`src/sv/agrc_pkg.sv`:
```
`timescale 1ns / 1ps

package agrc_pkg;

    localparam int SAMPLE_W   = 24;
    localparam int VOL_W      = 7;
    localparam int GAIN_W     = 26;
    localparam int TARGET_W   = 25;
    localparam int OPND_W     = 27;
    localparam int PROD_W     = 2 * OPND_W;

    localparam int VOL_MAX    = 100;
    localparam longint GAIN_ONE   = 64'd16777216;
    localparam logic [GAIN_W-1:0] GAIN_RESET = 26'd4194304;
    localparam int RAMP_COEF  = 1049;
    localparam int RAMP_SHIFT = 20;
    localparam int PROD_SHIFT = 24;
    localparam int CLIP_LIMIT = 7969178;

    typedef logic [TARGET_W-1:0] target_t;
    typedef target_t target_tab_t [0:VOL_MAX];

    // shared multiplier control
    typedef struct packed {
        logic load;
    } mul_ctrl_t;

    // gain targets, volume percent to Q1.24 rounded to nearest
    function automatic target_tab_t build_target_tab();
        target_tab_t tab;
        for (int i = 0; i <= VOL_MAX; i++) begin
            tab[i] = TARGET_W'((64'(i) * GAIN_ONE + 64'd50) / 64'd100);
        end
        return tab;
    endfunction

    localparam target_tab_t TARGET_TAB = build_target_tab();

endpackage

```
`src/sv/agrc_mul.sv`:
```
`timescale 1ns / 1ps

module agrc_mul
    import agrc_pkg::*;
(
    input  logic                     aclk,
    input  mul_ctrl_t                ctrl,
    input  logic signed [OPND_W-1:0] opnd_a,
    input  logic signed [OPND_W-1:0] opnd_b,
    output logic signed [PROD_W-1:0] prod
);

    logic signed [PROD_W-1:0] prod_reg;

    always_ff @(posedge aclk) begin
        if (ctrl.load) begin
            prod_reg <= opnd_a * opnd_b;
        end
    end

    assign prod = prod_reg;

endmodule

```
`config.mk`:
```
export PLATFORM = sky130hd
export DESIGN_NAME = agrc_mul
export DESIGN_NICKNAME = d
export VERILOG_FILES = /design/src/sv/agrc_pkg.sv /design/src/sv/agrc_mul.sv
export SDC_FILE = /design/constraint.sdc
export NUM_CORES = 2
export LEC_CHECK = 0
export ABC_AREA = 1
export BUFFER_PORTS_ARGS = -buffer_cell sky130_fd_sc_hd__buf_4
export CAP_MARGIN = 5
export CORE_MARGIN = 5
export CORE_UTILIZATION = 25
export CTS_CLUSTER_SIZE = 8
export DETAILED_ROUTE_END_ITERATION = 12
export PLACE_DENSITY = 0.48
export SLEW_MARGIN = 10
export SYNTH_ARGS = -nofsm -noshare
export SYNTH_HDL_FRONTEND = slang
export SYNTH_SLANG_ARGS = --single-unit
```
`constraint.sdc`:
```
create_clock -name aclk -period 16.7 [get_ports aclk]
set_input_delay 2.505 -clock aclk [delete_from_list [all_inputs] [get_ports aclk]]
set_output_delay 2.505 -clock aclk [all_outputs]
set_load 0.01 [all_outputs]
```
-- Yosys cells after proc, flatten, opt, wreduce, memory -nomap -nowiden
Cells that the tools add are included.
- multiply operators: 1
- operator list (kind ; number):
    multiplier 27 x 27 -> 54 bit ; 1
- register bits after elaboration: 54
- input port bits: 56
- output and inout bits: 54
- word-level logic and storage cells: 2

-- Longest topological paths before layout
- word-level depth: 1
- gate-level depth with buffers: 31
- gate-level depth less buffers: 29

-- Least setup slack after synthesis
Ideal clock, no wire load.
- path kind: in2reg
- from: input opnd_a[26]
- to: register prod_reg[53], in the netlist prod[53], data pin
- setup time: 252 ps
- data arrival time: 8595 ps
- data required time: 16448 ps
- slack: 7853 ps
- stages: 25
- buffers on the path: 2
- path through: clkbuf_1 > clkbuf_1 > nand2_1 > inv_1 > fa_1 > fa_1 > inv_1 > fa_1 > inv_1 > fa_1 > fa_1 > inv_1 > fa_1 > inv_1 > fa_1 > ha_1 > nand2_1 > nor2_1 > nand2_1 > nor2_1 > nand2_1 > a21oi_1 > nor2_1 > nand2_1 > nand2_1
- cells in the longest elaborated chain, start to end: 1
- RTL lines (item ; line ; text):
    start, declared ; agrc_mul.sv:8 ; input logic signed [OPND_W-1:0] opnd_a,
    multiplier 27 x 27 -> 54 bit ; agrc_mul.sv:17 ; prod_reg <= opnd_a * opnd_b;
    end signal, assigned ; agrc_mul.sv:17 ;
    end, declared ; agrc_mul.sv:13 ; logic signed [PROD_W-1:0] prod_reg;
Every way passes these cells.
A chain may end at the register's enable or synchronous reset.

-- Worst setup path in the final report
- from: input opnd_a[26]
- to: register prod_reg[43], in the netlist prod[43], data pin
The elaborated chain is that of the path after synthesis.

==> results.txt <==
run status: finished clean
total gr overflow: 0
Final period util: 0.554
core area: 120000 um2
Post-synth top cells: inv_1 (1306), nand2_1 (1096), fa_1 (761)
Worst Setup Start Kind: primary input
Most used DFF post-synth: edfxtp_1
final WL: 91300 um
Worst path top cell family by delay: adder cells
RSZ-0062 raised after global routing: false
Ys Warns: 0
WP buf/inv: 6
nets: 4789
slew margin rel.: 0.490
CP max stage cell: fa_1
RePlAce Congestion: 0.870
Hold Fails Final Rpt: 0
Via Count: 22600
ANT nets after route: 0
flip-flop and latch count after synthesis: 54
total nets after synthesis: 4833
crit path DAT: 9.34 ns
highest clock rate: 108 MHz
Detailed Routing Iterations Pass 1: 7
Mapped Cells: 3858
share of cells above drive strength 1: 0.0459
Post-CTS Setup Bufs: 0
worst-path fanout max: 27
CP dominant cell by count: fa_1
TritonCTS Buffers: 5
worst hold-check path type: in -> reg
vias in the first global route: 25000
DIE AREA: 128000 um2
syn avg cell area: 7.85 um2
Crit Path Category: in -> reg
Final Max Tran Viols: 0
DRC errors left: 0
final worst path period need: 9.25 ns
ranking of synthesized cells by area: fa_1 (50%), inv_1 (16%), nand2_1 (14%), ha_1 (6.5%), edfxtp_1 (5.4%)
final setup margin: 7.45 ns
hold buffer count at CTS: 0
synthesized area: 30300 um2
initial antenna violation count: 8
routed vias/inst: 4.15
Max Cap Violations: 0
port bufs: 109
Horiz. Die Dim: 358 um
Async S/R FF share, synth: 0
Die H: 358 um
Seq/Total Area, Yosys: 0.0536
Global Route Usage Sum: 0.147
post-cts sizing count: 0
Top Ports: 110
Crit. End Element: flop
Initial Utilization: 0.252
# rows: 127
WP data required: 16.78 ns
Largest register FFs: 54
clock tree buffer depth: 2
CP peak stage delay: 0.70 ns
Tightest Pin Transition: 0.765 ns
Fillers: 13300
EDFF count, synth: 54
CTS tree: done
global-route wire length before repair: 144000 um
Synth area leader: fa_1
Yosys cell types: 29
crit-path cells: buf_4, nand2_1, inv_1, fa_1, fa_1, fa_1, ha_1, inv_1, fa_1, inv_1, fa_1, inv_1, fa_1, inv_1, ha_1, nand2_1, nor2_1, nand2_1, nor3_1, nand4_1, nand4_1, nand2_1
Syn-to-layout area delta: 8.01%
most frequent cell after synthesis: inv_1
First DRT Iteration DRCs: 1113
setup violators final: 0
DP Wirelength: 76000 um
DR WL/cell: 16.8 um
CTS Root Cell: clkbuf_16
largest net degree at the start of global routing: 55
Place WS: 7.12 ns
final setup TNS: 0 ns
# clock sinks: 54
H-tree levels: 2
Worst-path clk slew: 0.09 ns
top cell type's share of synthesized area: 0.503
==> stage by stage <==
stage	instance area (um2)	util	cells	hold slack [ns]
2_1_floorplan	30300	-	3858	2.62
3_3_place_gp	32500	0.271	5419	2.92
3_5_place_dp	32500	0.271	5419	2.92
4_1_cts	32700	0.272	5427	2.79
5_1_grt	32700	0.272	5430	2.79
6_report	32700	0.272	5433	2.78
==> worst paths after layout <==
kind	start	to	slack [ns]	cells after the start
setup / recovery	opnd_a[26]	prod[43]	7.45	22
hold / removal	ctrl	prod[13]	2.78	1
==> cells by family after synthesis <==
family                   Yosys count  share of synthesized area
buffers and inverters           1475                      0.183
XOR/XNOR                          41                     0.0119
flip-flops                        54                     0.0536
AND/OR/NAND/NOR                 1309                      0.172
AO/OA/AOI/OAI                     60                     0.0108
adder cells (fa/ha/maj)          919                      0.569
==> layout make-up <==
type,instances,area (um2),area share
Multi-Input combinational cell,2329,23100,0.707
Inverter,1314,4930,0.151
Tap cell,1612,2020,0.0617
Sequential cell,54,1620,0.0496
Timing Repair Buffer,110,826,0.0253
Clock buffer,5,125,0.00383
Clock inverter,3,47.5,0.00145
Antenna cell,6,15.0,0.000459
==> metal layers <==
layer / GRT usage / vias up / routed length (um)
li1: - / 10400 / -
met1: 0.184 / 11600 / 37900
met2: 0.273 / 502 / 47300
met3: 0.0158 / 91 / 4260
met4: 0.0314 / 0 / 1880
met5: 0 / - / 0
==> cells in the final DEF, fill, tap and decap left out, drive strengths merged <==
cell type	instances
inv	1314
nand2	1111
fa	761
ha	158
buf	110
nor2	109
edfxtp	54
nand3	50
a21oi	44
xor2	26
nand4	17
xnor2	15
nor3	13
o21ai	8
o21bai	7
diode	6
or2	5
clkbuf	5
nand3b	2
and2	2
clkinv	2
o211ai	1
bufinv	1
Power is not shown: default switching activity piles up to over one toggle a cycle in this logic, so the estimate is an artifact.
